**config.mk**
```make
export PLATFORM = sky130hd
export DESIGN_NAME = snt_cordic
export DESIGN_NICKNAME = d
export VERILOG_FILES = /design/src/snt_pkg.sv /design/src/snt_cordic.sv
export SDC_FILE = /design/constraint.sdc
export NUM_CORES = 2
export LEC_CHECK = 0
export CAP_MARGIN = 20
export CELL_PAD_IN_SITES_DETAIL_PLACEMENT = 1
export CELL_PAD_IN_SITES_GLOBAL_PLACEMENT = 2
export CORE_ASPECT_RATIO = 1.25
export CORE_MARGIN = 4
export CORE_UTILIZATION = 37
export CTS_BUF_LIST = sky130_fd_sc_hd__clkbuf_8 sky130_fd_sc_hd__clkbuf_16
export DETAILED_ROUTE_END_ITERATION = 10
export DONT_BUFFER_PORTS = 1
export GPL_ROUTABILITY_DRIVEN = 0
export PLACE_DENSITY = 0.85
export SKIP_CTS_REPAIR_TIMING = 1
export SLEW_MARGIN = 20
export SYNTH_ARGS = -nofsm -noshare
export SYNTH_HDL_FRONTEND = slang
export SYNTH_SLANG_ARGS = --single-unit
```
**constraint.sdc**
```tcl
create_clock -name i_clk -period 6.1 [get_ports i_clk]
set_clock_uncertainty 0.05 [all_clocks]
set_input_delay 1.22 -clock i_clk [delete_from_list [all_inputs] [get_ports i_clk]]
set_output_delay 1.22 -clock i_clk [all_outputs]
set_load 0.02 [all_outputs]
```
**src/snt_pkg.sv**
```systemverilog
// ----------------------------------------------------------------------------
// snt_pkg
// Shared constants, types and the arctangent table for the texture
// coordinate generator.
// ----------------------------------------------------------------------------
`default_nettype none
package snt_pkg;

    localparam int CordicStagesDefault = 16;
    localparam int TableLen = 24;
    localparam int DataW = 32;
    localparam int AngleW = 32;
    localparam logic [16:0] InvGainQ16 = 17'd39797;
    localparam logic [15:0] SeamLimit = 16'd65470;
    localparam logic [1:0] SeamSector = 2'd2;

    typedef logic signed [DataW-1:0] t_data;
    typedef logic [AngleW-1:0] t_angle;

    function automatic t_angle atan_lut(input int idx);
        t_angle v;
        v = '0;
        case (idx)
            0: v = 32'h20000000;
            1: v = 32'h12E4051E;
            2: v = 32'h09FB385B;
            3: v = 32'h051111D4;
            4: v = 32'h028B0D43;
            5: v = 32'h0145D7E1;
            6: v = 32'h00A2F61E;
            7: v = 32'h00517C55;
            8: v = 32'h0028BE53;
            9: v = 32'h00145F2F;
            10: v = 32'h000A2F98;
            11: v = 32'h000517CC;
            12: v = 32'h00028BE6;
            13: v = 32'h000145F3;
            14: v = 32'h0000A2FA;
            15: v = 32'h0000517D;
            16: v = 32'h000028BE;
            17: v = 32'h0000145F;
            18: v = 32'h00000A30;
            19: v = 32'h00000518;
            20: v = 32'h0000028C;
            21: v = 32'h00000146;
            22: v = 32'h000000A3;
            23: v = 32'h00000051;
            default: v = '0;
        endcase
        return v;
    endfunction

endpackage
`default_nettype wire

```
**src/snt_cordic.sv**
```systemverilog
// ----------------------------------------------------------------------------
// snt_cordic
// Pipelined CORDIC vectoring unit, one register stage per iteration plus
// an input stage, carrying a side payload alongside.
// ----------------------------------------------------------------------------
`default_nettype none
module snt_cordic #(
    parameter int STAGES = snt_pkg::CordicStagesDefault,
    parameter int SIDE_W = 1
) (
    input  wire logic                  i_clk,
    input  wire logic                  i_rst_n,
    input  wire logic                  i_valid,
    input  wire snt_pkg::t_data        i_x,
    input  wire snt_pkg::t_data        i_y,
    input  wire logic [SIDE_W-1:0]     i_side,
    output logic                       o_valid,
    output snt_pkg::t_data             o_x,
    output snt_pkg::t_angle            o_z,
    output logic [SIDE_W-1:0]          o_side
);
    import snt_pkg::*;

    localparam int N = (STAGES < TableLen) ? STAGES : TableLen;

    logic        r_v [N+1];
    t_data       r_x [N+1];
    t_data       r_y [N+1];
    t_angle      r_z [N+1];
    logic        r_zero [N+1];
    logic [SIDE_W-1:0] r_side [N+1];

    always_ff @(posedge i_clk) begin
        if (!i_rst_n) begin
            r_v[0] <= 1'b0;
        end else begin
            r_v[0] <= i_valid;
        end
        r_side[0] <= i_side;
        r_zero[0] <= (i_x == '0) && (i_y == '0);
        if (i_x < 0) begin
            r_x[0] <= -i_x;
            r_y[0] <= -i_y;
            r_z[0] <= t_angle'(32'h80000000);
        end else begin
            r_x[0] <= i_x;
            r_y[0] <= i_y;
            r_z[0] <= '0;
        end
    end

    for (genvar g = 0; g < N; g++) begin : g_stage
        always_ff @(posedge i_clk) begin
            if (!i_rst_n) begin
                r_v[g+1] <= 1'b0;
            end else begin
                r_v[g+1] <= r_v[g];
            end
            r_side[g+1] <= r_side[g];
            r_zero[g+1] <= r_zero[g];
            if (r_y[g] > 0) begin
                r_x[g+1] <= r_x[g] + (r_y[g] >>> g);
                r_y[g+1] <= r_y[g] - (r_x[g] >>> g);
                r_z[g+1] <= r_z[g] + atan_lut(g);
            end else begin
                r_x[g+1] <= r_x[g] - (r_y[g] >>> g);
                r_y[g+1] <= r_y[g] + (r_x[g] >>> g);
                r_z[g+1] <= r_z[g] - atan_lut(g);
            end
        end
    end

    assign o_valid = r_v[N];
    assign o_x     = r_zero[N] ? '0 : r_x[N];
    assign o_z     = r_zero[N] ? '0 : r_z[N];
    assign o_side  = r_side[N];
endmodule
`default_nettype wire

```
==> reports/summary.txt <==
Status: finished, final reports clean
Seq/Total Area, Yosys: 26.9%
Worst min path class: reg2reg
Yosys Warn Count: 0
Total Routed Length: 363 mm
Length of routed met2 wiring: 188 mm
Area after DPL: 122000 sq um
Clk_lat worst skew: 0.87 ns
Num Clock Sinks: 1546
Number of synthesized flops with an enable pin: 0
Post-synthesis net count: 15200
Critical Path Source: r_y[6][21]
Worst EP required: 6.77 ns
CP endpoint: r_x[7][29]
Crit path kind: reg2reg
FMAX: 174 MHz
Max Cap Violations: 0
Slew at the pin with the worst max-slew slack: 1.19 ns
Core Box Area: 309000 sq um
Post-synth top cells: 1546 x dfxtp_1, 1420 x ha_1, 1300 x xnor2_1
Port Buf Inserts: 0
Buf/Inv on CP: 1
TritonCTS clock tree: done
Met3 WL post-DR: 9.85 mm
TNS Setup: 0 ns
Yosys top cell area share: 26.9%
Clock transition at path regs: 0.07 ns
Dpl hpwl: 296 mm
Worst Reg2Reg Path Length in Cells: 20
First-pass GRT wire length: 576 mm
Final min period: 5.75 ns
Post-Synthesis Cells: 13700
Crit path largest cell delay: 0.59 ns
Startpoint types: flip-flop
Reg2reg end: r_x[7][29]
Asr flop ratio synth: 0%
Yosys reg bits: 1546
Starting DRT DRC Count: 4334
Nets: 15500
DR vias/cell: 5.51
Drc violations: 0
Post-Synthesis Cell Area: 115000 sq um
Syn avg cell area: 8.41 sq um
Crit end category: flip-flop
H-tree depth: 4
WL/cell: 19.8 microns
Rows: 228
Synth-to-layout area growth: 11.9%
Synth area leader: dfxtp_1
Vias in the first global route: 105000
DIE AREA: 320000 sq um
Max-slew violations: 0
Setup violators final: 0
Layout cell share with drive strength beyond 1: 6.12%
I/O pin total: 134
Final instance area: 129000 sq um
Worst endpoint data arrival time: 6.42 ns
Total Routing Usage GR: 21.9%
Pin count of the biggest net entering global routing: 67
Initial antenna violation count: 5
Netlist cell types: 90
Tcrit/Tclk final: 94.3%
Highest metal used: met5
Final Hold Fails: 0
CTS root buf: clkbuf_16
Pre-CTS setup slack: -0.265 ns
Critical-path cell list: or4_1, or4_1, nor3_2, nand2b_1, nor4_4, a31oi_4, buf_4, o41ai_1, xor2_1, ha_1, a21oi_1, nand2_1, a31oi_1, a21boi_1, o211ai_1, a211oi_2, or3_1, a21oi_1, o21ai_0, xnor2_1
R2R Path Start: r_y[6][21]
Ys flop type: dfxtp_1
Routed Antenna Nets: 0
Crit path depth: 20
Most frequent cell after synthesis: dfxtp_1
Total CTS buffers: 187
First-pass DRT Iterations: 5
Slowest CP cell: or4_1
Worst Slack Setup Final: 0.345 ns
Die Y: 632 microns
Grt total ovfl: 0
Reg-to-reg slack, setup: 0.35 ns
Crit Path Max Fanout: 27
Max clock buf depth: 4
M1 WL: 149 mm
Starting density of the core: 37.2%
Slew headroom: 20.1%
Synth area leaders: dfxtp_1 27%, ha_1 15%, xnor2_1 9.9%
Top delay family on crit path: simple AND/OR/NAND/NOR gates
Chip width: 507 microns
Vias: 101000
-- metal layers --
layer / vias up / global-route usage [%]
met5: - / 0
met3: 693 / 2.20
met4: 2 / 9.01
met1: 48500 / 24.7
met2: 1420 / 41.7
li1: 50100 / -
-- layout make-up --
cell class	count	area, sq um
clock inverters	120	1170
fillers	37100	180000
clock buffers	215	5090
multi-input cells	11300	81200
inverters	600	2260
repair buffers	378	2880
flip-flops and latches	1546	31000
diodes	1	2.50
well taps	4140	5180
-- through the flow --
stage | std cells | hold WS, ns | utilization (%)
detailed placement | 17900 | 0.263 | 39.5
global placement | 17900 | 0.260 | 39.5
global route | 18300 | 0.255 | 41.6
finish | 18300 | 0.272 | 41.6
CTS | 18300 | 0.234 | 41.5
floorplan | 13700 | 0.260 | -
-- registers in the layout, indices dropped and copies added, names as in the netlist --
name	count
r_zero	17
r_x	544
r_v	17
r_z	440
r_y	511
r_side	17
-- worst min-delay path by stage --
stage	cells after the start	startpoint	slack [ns]	to
2_1_floorplan	0	r_side[0][0]	0.26	r_side[0][1]
3_3_place_gp	0	r_z[3][1]	0.26	r_z[4][1]
3_5_place_dp	0	r_zero[0][5]	0.26	r_zero[0][6]
4_1_cts	0	i_y[0]	0.23	r_y[0][0]
5_1_grt	0	i_y[0]	0.25	r_y[0][0]
6_report	0	r_side[0][1]	0.27	r_side[1][0]
-- cell families after synthesis --
kind of cell               synth area share (%)
buffers and inverters                      2.86
DFF                                        26.9
AOI/OAI and AO/OA                          24.1
other                                   0.00326
adders and majority gates                  16.2
xor gates and xnor gates                   14.5
and+or+nand+nor                            15.2
muxes                                     0.249
-- cell usage in the layout (no fill, tap or decap), types with 213 or more instances in the layout --
cell,count
dfxtp_1,1545
ha_1,1420
xnor2_1,1299
a21oi_1,1228
nor2_1,933
o21ai_0,879
nand2_1,836
a21o_1,657
xor2_1,608
inv_1,603
buf_4,373
nor2b_1,261
nor3_1,256
nand3_1,242
o21a_1,213
Power is left out: the tool's default activity adds up to more than one toggle a clock period on the data nets, which glitch-free logic cannot reach.
