**src/snt_pkg.sv**
```systemverilog
// ----------------------------------------------------------------------------
// snt_pkg
// Shared constants, types and the arctangent table for the texture
// coordinate generator.
// ----------------------------------------------------------------------------
`default_nettype none
package snt_pkg;

    localparam int CordicStagesDefault = 16;
    localparam int TableLen = 24;
    localparam int DataW = 32;
    localparam int AngleW = 32;
    localparam logic [16:0] InvGainQ16 = 17'd39797;
    localparam logic [15:0] SeamLimit = 16'd65470;
    localparam logic [1:0] SeamSector = 2'd2;

    typedef logic signed [DataW-1:0] t_data;
    typedef logic [AngleW-1:0] t_angle;

    function automatic t_angle atan_lut(input int idx);
        t_angle v;
        v = '0;
        case (idx)
            0: v = 32'h20000000;
            1: v = 32'h12E4051E;
            2: v = 32'h09FB385B;
            3: v = 32'h051111D4;
            4: v = 32'h028B0D43;
            5: v = 32'h0145D7E1;
            6: v = 32'h00A2F61E;
            7: v = 32'h00517C55;
            8: v = 32'h0028BE53;
            9: v = 32'h00145F2F;
            10: v = 32'h000A2F98;
            11: v = 32'h000517CC;
            12: v = 32'h00028BE6;
            13: v = 32'h000145F3;
            14: v = 32'h0000A2FA;
            15: v = 32'h0000517D;
            16: v = 32'h000028BE;
            17: v = 32'h0000145F;
            18: v = 32'h00000A30;
            19: v = 32'h00000518;
            20: v = 32'h0000028C;
            21: v = 32'h00000146;
            22: v = 32'h000000A3;
            23: v = 32'h00000051;
            default: v = '0;
        endcase
        return v;
    endfunction

endpackage
`default_nettype wire

```
**src/snt_radius.sv**
```systemverilog
// ----------------------------------------------------------------------------
// snt_radius
// Gain correction of the planar radius and azimuth to tex_s conversion,
// one register stage.
// ----------------------------------------------------------------------------
`default_nettype none
module snt_radius (
    input  wire logic             i_clk,
    input  wire logic             i_rst_n,
    input  wire logic             i_valid,
    input  wire snt_pkg::t_data   i_mag,
    input  wire snt_pkg::t_angle  i_az,
    input  wire logic [1:0]       i_sector,
    input  wire logic [15:0]      i_nz,
    output logic                  o_valid,
    output snt_pkg::t_data        o_r,
    output snt_pkg::t_data        o_zc,
    output logic [15:0]           o_s
);
    import snt_pkg::*;

    logic signed [49:0] w_prod;
    logic [AngleW-1:0]  w_az_r;
    logic [15:0]        w_s;
    logic               r_v;
    t_data              r_r;
    t_data              r_zc;
    logic [15:0]        r_s;

    assign w_prod = $signed(i_mag) * $signed({1'b0, InvGainQ16}) + 50'sd32768;
    assign w_az_r = i_az + 32'd32768;
    assign w_s    = w_az_r[31:16];

    always_ff @(posedge i_clk) begin
        if (!i_rst_n) begin
            r_v <= 1'b0;
        end else begin
            r_v <= i_valid;
        end
        r_r  <= t_data'(w_prod >>> 16);
        r_zc <= t_data'({{8{i_nz[15]}}, i_nz, 8'd0});
        r_s  <= (i_sector == SeamSector && w_s > SeamLimit) ? 16'd0 : w_s;
    end

    assign o_valid = r_v;
    assign o_r     = r_r;
    assign o_zc    = r_zc;
    assign o_s     = r_s;
endmodule
`default_nettype wire
```
**config.mk**
```make
export PLATFORM = sky130hd
export DESIGN_NAME = snt_radius
export DESIGN_NICKNAME = d
export VERILOG_FILES = /design/src/snt_pkg.sv /design/src/snt_radius.sv
export SDC_FILE = /design/constraint.sdc
export NUM_CORES = 1
export LEC_CHECK = 0
export BUFFER_PORTS_ARGS = -buffer_cell sky130_fd_sc_hd__buf_2
export CORE_ASPECT_RATIO = 0.6
export CORE_MARGIN = 2
export CORE_UTILIZATION = 35
export DETAILED_ROUTE_END_ITERATION = 7
export PLACE_DENSITY = 0.62
export SLEW_MARGIN = 10
export SYNTH_ARGS = -nofsm -noshare
export SYNTH_HDL_FRONTEND = slang
export SYNTH_SLANG_ARGS = --single-unit
```
**constraint.sdc**
```tcl
create_clock -name i_clk -period 6.55 [get_ports i_clk]
set_clock_uncertainty 0.2 [all_clocks]
set_input_delay 1.31 -clock i_clk [delete_from_list [all_inputs] [get_ports i_clk]]
set_output_delay 1.31 -clock i_clk [all_outputs]
set_load 0.02 [all_outputs]
```
==> results.yml, run 1 <==
drt:
  final_antenna_net_count: 0
  vias: 9444
  vias_per_cell: 4.49
  wl_mm: 33.3
  wire_per_inst_um: 15.8
  dr.pass1.iters: 4
  drc: 0
  drtIter0Drc: 484
die:
  fp.dieW_um: 250
  initial_core_util_pct: 35.3
  io_pins: 166
  die_h_um: 152
  core_area_um2: 36100
  die_area_um2: 38000
  rows: 54
final_layout:
  layout_common_cells: "392 x inv_1, 233 x fa_1, 198 x buf_4, 187 x ha_1, 138 x buf_2"
  utilization_pct: 44.8
  diodes: 0
  area_delta_synth_final_pct: 27.0
  n_fill_cell: 3372
  final_common_cell: "inv_1"
  final_nets: 2163
  drive_gt1_share_pct: 27.6
yosys:
  synth-main-ff-cell: "dfxtp_1"
  synth-edff-count: 0
  synth_area_per_cell_um2: 9.87
  ys_seq_elements: 65
  synth.distinct_cells: 59
  synth_area_leader_cell: "fa_1"
  yosys.area.top_type_share_pct: 39.1
  syn_inst: 1291
  synth_area_um2: 12700
  synth_area_leaders: "fa_1 39%, ha_1 20%, inv_1 12%"
  synth-seq-area-share_pct: 10.2
  synthArstFlopShare_pct: 0
  yosys_warnings: 0
timing:
  hold_violations: 0
  finalCriticalPeriod_ns: 6.43
  slew_headroom_pct: 43.8
  max_freq_ghz: 0.155
  setup_violations: 0
  finalMaxSlewViolations: 0
  timing.final.crit_share_pct: 98.2
  rsz0062_at_grt: "yes"
  tightest_slew_ns: 0.837
cts:
  numCtsBuffers: 9
  cts.path.max_buffers: 2
  cts_max_level: 3
  cts-root-buf: "clkbuf_16"
  cts_tree: "built"
  clkSinkCount: 65
  path_clk_slew_ns: 0.06
min_path:
  hp-start: "i_nz[5]"
  hold_path.class: "in -> reg"
global_route:
  grt-ovfl-total: 0
  antenna_found_initial: 1
  grt_pass1_vias: 9765
  grt_usage_pct: 17.4
  grt_first_pass_wirelength_mm: 51.5
  grt_max_degree: 17
placed_design:
  globalplace.congestion: 0.930
  io_buffer_count: 142
  place_hpwl_mm: 29.7
critical_path:
  cp_num_buf_inv: 7
  crit_type: "in -> reg"
  critPathTopFamily: "adder cells"
  crit_path_frequent_cell: "fa_1"
  crit_chain: "buf_4, ha_1, inv_1, fa_1, inv_1, fa_1, fa_1, fa_1, inv_1, fa_1, inv_1, ha_1, a21o_1, a21o_1, a21oi_1, o21ai_1, buf_4, o211ai_4, buf_4, a21oi_1, a211oi_2, xnor2_1"
  endpoint_kind: "flip-flop"
  slowest_stage: "fa_1"
  cp_data_required_time_ns: 6.60
  start_kind: "input port"
  worstSetupStartpoint: "i_mag[16]"
  crit_fanout: 6
  arrival_ns: 6.48
  slowest_delay_ns: 0.56
outcome:
  outcome: "finished, final reports clean"
run:
  max_cap_violations: 0
layer usage:
metal	vias up	track usage, %	wire (um)
met1	4560	27.1	17600
met3	24	4.92	2600
met2	259	23.7	12700
li1	4599	-	-
met5	-	0	16
met4	2	3.14	323
worst paths after layout:
path	cells past startpoint	slack, ns	to
max	22	0.12	o_r[28]
min	1	0.88	o_zc[13]
per-stage QoR:
| step | hold slack, ns | area (um^2) | TNS (ns) | std cells | setup slack [ns] |
|---|---|---|---|---|---|
| 6_report | 0.877 | 16200 | 0 | 2102 | 0.118 |
| 5_1_grt | 0.864 | 16200 | -0.197 | 2102 | -0.0688 |
| 4_1_cts | 0.861 | 15700 | -0.0956 | 2097 | -0.0286 |
| 3_5_place_dp | 1.21 | 15300 | -6.50 | 2080 | -0.482 |
| 3_3_place_gp | 1.21 | 15300 | -5.86 | 2080 | -0.450 |
| 2_1_floorplan | 1.14 | 12800 | 0 | 1298 | 0.0297 |
Yosys cell counts (all sizes together), types with 3 or more instances:
cell     count
fa         249
a211oi       4
nor2b        6
xor2        18
a41oi        4
clkbuf       9
mux2i        4
buf         21
o21a         3
nor2        41
nand4       14
o21bai       9
nand3       13
nor3        11
a21o        29
inv        399
o211ai       3
a2111oi      3
nand2       39
xnor2       25
o21ai       23
and3         3
dfxtp       65
a31oi        6
a21oi       49
ha         208
kinds of logic after synthesis:
kind of cell	after synthesis	synth area share (%)
fa+ha+maj	458	59.6
buf+inv	429	13.2
compound gates	148	8.00
simple gates	143	5.66
flops	65	10.2
xor+xnor	43	2.96
mux	4	0.314
other cells	1	0.0294
final cells by class:
type	instances	area, um^2	share of cell area [%]
multi-input cells	804	10200	63.3
clock inverters	6	66.3	0.410
repair buffers	342	2240	13.8
clock buffers	10	239	1.48
inverters	399	1500	9.27
well taps	476	596	3.68
flip-flops and latches	65	1300	8.04
flip-flops by register name, summed over array words and instances (netlist names):
signal   cells
o_r         32
o_s         16
o_valid      1
o_zc        16
repair_timing:
action | in CTS | in global routing
hold buffers | 0 | 0
buffers inserted | 1 | 6
endpoints found under the setup margin | 7 | 23
pin swaps | 6 | 70
gates resized for setup | 7 | 85
Power of run 1 is not shown: default switching activity piles up to over one toggle a cycle in this logic, so the estimate is an artifact.
==> run 2: changes to the inputs <==
- ABC_AREA: default -> 1
- RECOVER_POWER: default -> 100
==> results.yml, run 2 <==
outcome:
  outcome: "finished, final reports clean"
timing:
  setup_violations: 0
  max_freq_ghz: 0.160
  slew_headroom_pct: 27.5
  rsz0062_at_grt: "no"
  hold_violations: 0
  timing.final.crit_share_pct: 95.6
  setup_tns_ns: 0
  tightest_slew_ns: 1.08
  finalMaxSlewViolations: 0
  finalCriticalPeriod_ns: 6.26
die:
  initial_core_util_pct: 35.6
  die_h_um: 156
  io_pins: 166
  die_area_um2: 40100
  core_area_um2: 37800
  rows: 55
  fp.dieW_um: 257
yosys:
  synthTopCellsByCount: "492 x inv_1, 251 x nand2_1, 249 x fa_1"
  synth.distinct_cells: 30
  synth_area_per_cell_um2: 8.38
  synth-edff-count: 0
  synth-seq-area-share_pct: 9.66
  yosys.area.top_type_share_pct: 37.0
  syn_inst: 1609
  synthArstFlopShare_pct: 0
  synth-main-ff-cell: "dfxtp_1"
  synth_area_leader_cell: "fa_1"
  yosys_warnings: 0
  yosysMostFrequentCell: "inv_1"
  synth_area_um2: 13500
  synth_area_leaders: "fa_1 37%, ha_1 19%, inv_1 14%"
  ys_seq_elements: 65
critical_path:
  cp_data_required_time_ns: 6.60
  start_kind: "input port"
  crit_chain: "buf_2, ha_1, inv_1, fa_1, fa_1, inv_1, fa_1, fa_1, inv_1, fa_1, inv_1, ha_1, nand2_1, nand2_1, inv_1, o21ai_0, a21oi_1, nand2_1, inv_1, nand2_1, xor2_1"
  slowest_stage: "fa_1"
  critPathTopFamily: "adder cells"
  endpoint_kind: "flip-flop"
  crit_path_frequent_cell: "inv_1"
  slowest_delay_ns: 0.57
  crit_type: "in -> reg"
  crit_fanout: 6
  path_depth: 21
  arrival_ns: 6.31
  cp_num_buf_inv: 7
drt:
  vias: 10756
  wire_per_inst_um: 16.5
  dr.pass1.iters: 5
  wl_mm: 38.3
  drtIter0Drc: 828
  final_antenna_net_count: 0
  vias_per_cell: 4.65
  drc: 0
cts:
  cts-resized-gates: 0
  post_cts_buffers: 0
  cts.path.max_buffers: 2
  cts_tree: "built"
  cts_max_level: 3
  clkSinkCount: 65
  postCtsHoldBufs: 0
  numCtsBuffers: 9
  cts-root-buf: "clkbuf_16"
  path_clk_slew_ns: 0.06
final_layout:
  diodes: 0
  final_nets: 2337
  n_fill_cell: 3931
  area_delta_synth_final_pct: 12.9
  layout_common_cells: "492 x inv_1, 251 x nand2_1, 249 x fa_1, 208 x ha_1, 119 x nor2_1"
  drive_gt1_share_pct: 7.28
  final_common_cell: "inv_1"
  largest_reg_flops: 32
global_route:
  grt_usage_pct: 19.5
  grt_first_pass_wirelength_mm: 60.5
  antenna_found_initial: 1
  grt_max_degree: 20
  grt_pass1_vias: 11149
  grt-ovfl-total: 0
placed_design:
  io_buffer_count: 142
  globalplace.congestion: 0.980
  place_hpwl_mm: 34.8
min_path:
  whs_path_depth: 1
  hold_path.class: "in -> reg"
run:
  max_cap_violations: 0
## run 2: path summary, 6_finish.rpt
kind	from	to
setup / recovery	i_mag[17]	o_r[14]
hold / removal	i_nz[3]	o_zc[11]
## run 2: cells by family (layout without fill, tap and decap cells)
logic type | Yosys count | after routing | share of synthesized area [%]
AND/OR/NAND/NOR | 453 | 453 | 13.8
adder cells (fa/ha/maj) | 457 | 457 | 56.3
XOR/XNOR | 24 | 24 | 1.62
flip-flops | 65 | 65 | 9.66
other | 1 | 8 | 0.0278
buffers and inverters | 509 | 693 | 14.7
AO/OA/AOI/OAI | 100 | 100 | 3.95
## run 2: layout make-up
class	count	area, um^2	area share [%]
inverter	492	1850	12.1
sequential	65	1300	8.55
timing repair buffer	185	941	6.18
clock inverter	6	43.8	0.288
multi-input combinational	1042	10200	67.1
tap	513	642	4.22
clock buffer	10	229	1.50
## run 2: metal layers
metal  global-route usage (%)  routed length, um  vias to the layer above
li1                         -                  -                     5114
met3                     4.97               3800                       20
met4                     2.28                292                        0
met2                     27.1              14600                      395
met1                     30.7              19600                     5227
met5                        0                  0                        -
## run 2: stage by stage
step	hold WS [ns]	utilization [%]	cells	worst slack (ns)	cell area [um^2]
floorplan	1.14	-	1616	0.709	13500
global placement	1.21	39.8	2297	0.0493	15000
detailed placement	1.21	39.8	2297	0.0205	15000
CTS	0.870	40.5	2313	0.347	15300
global route	0.869	40.2	2313	0.00599	15200
finish	0.888	40.2	2313	0.286	15200
Power of run 2 is left out for the same reason.
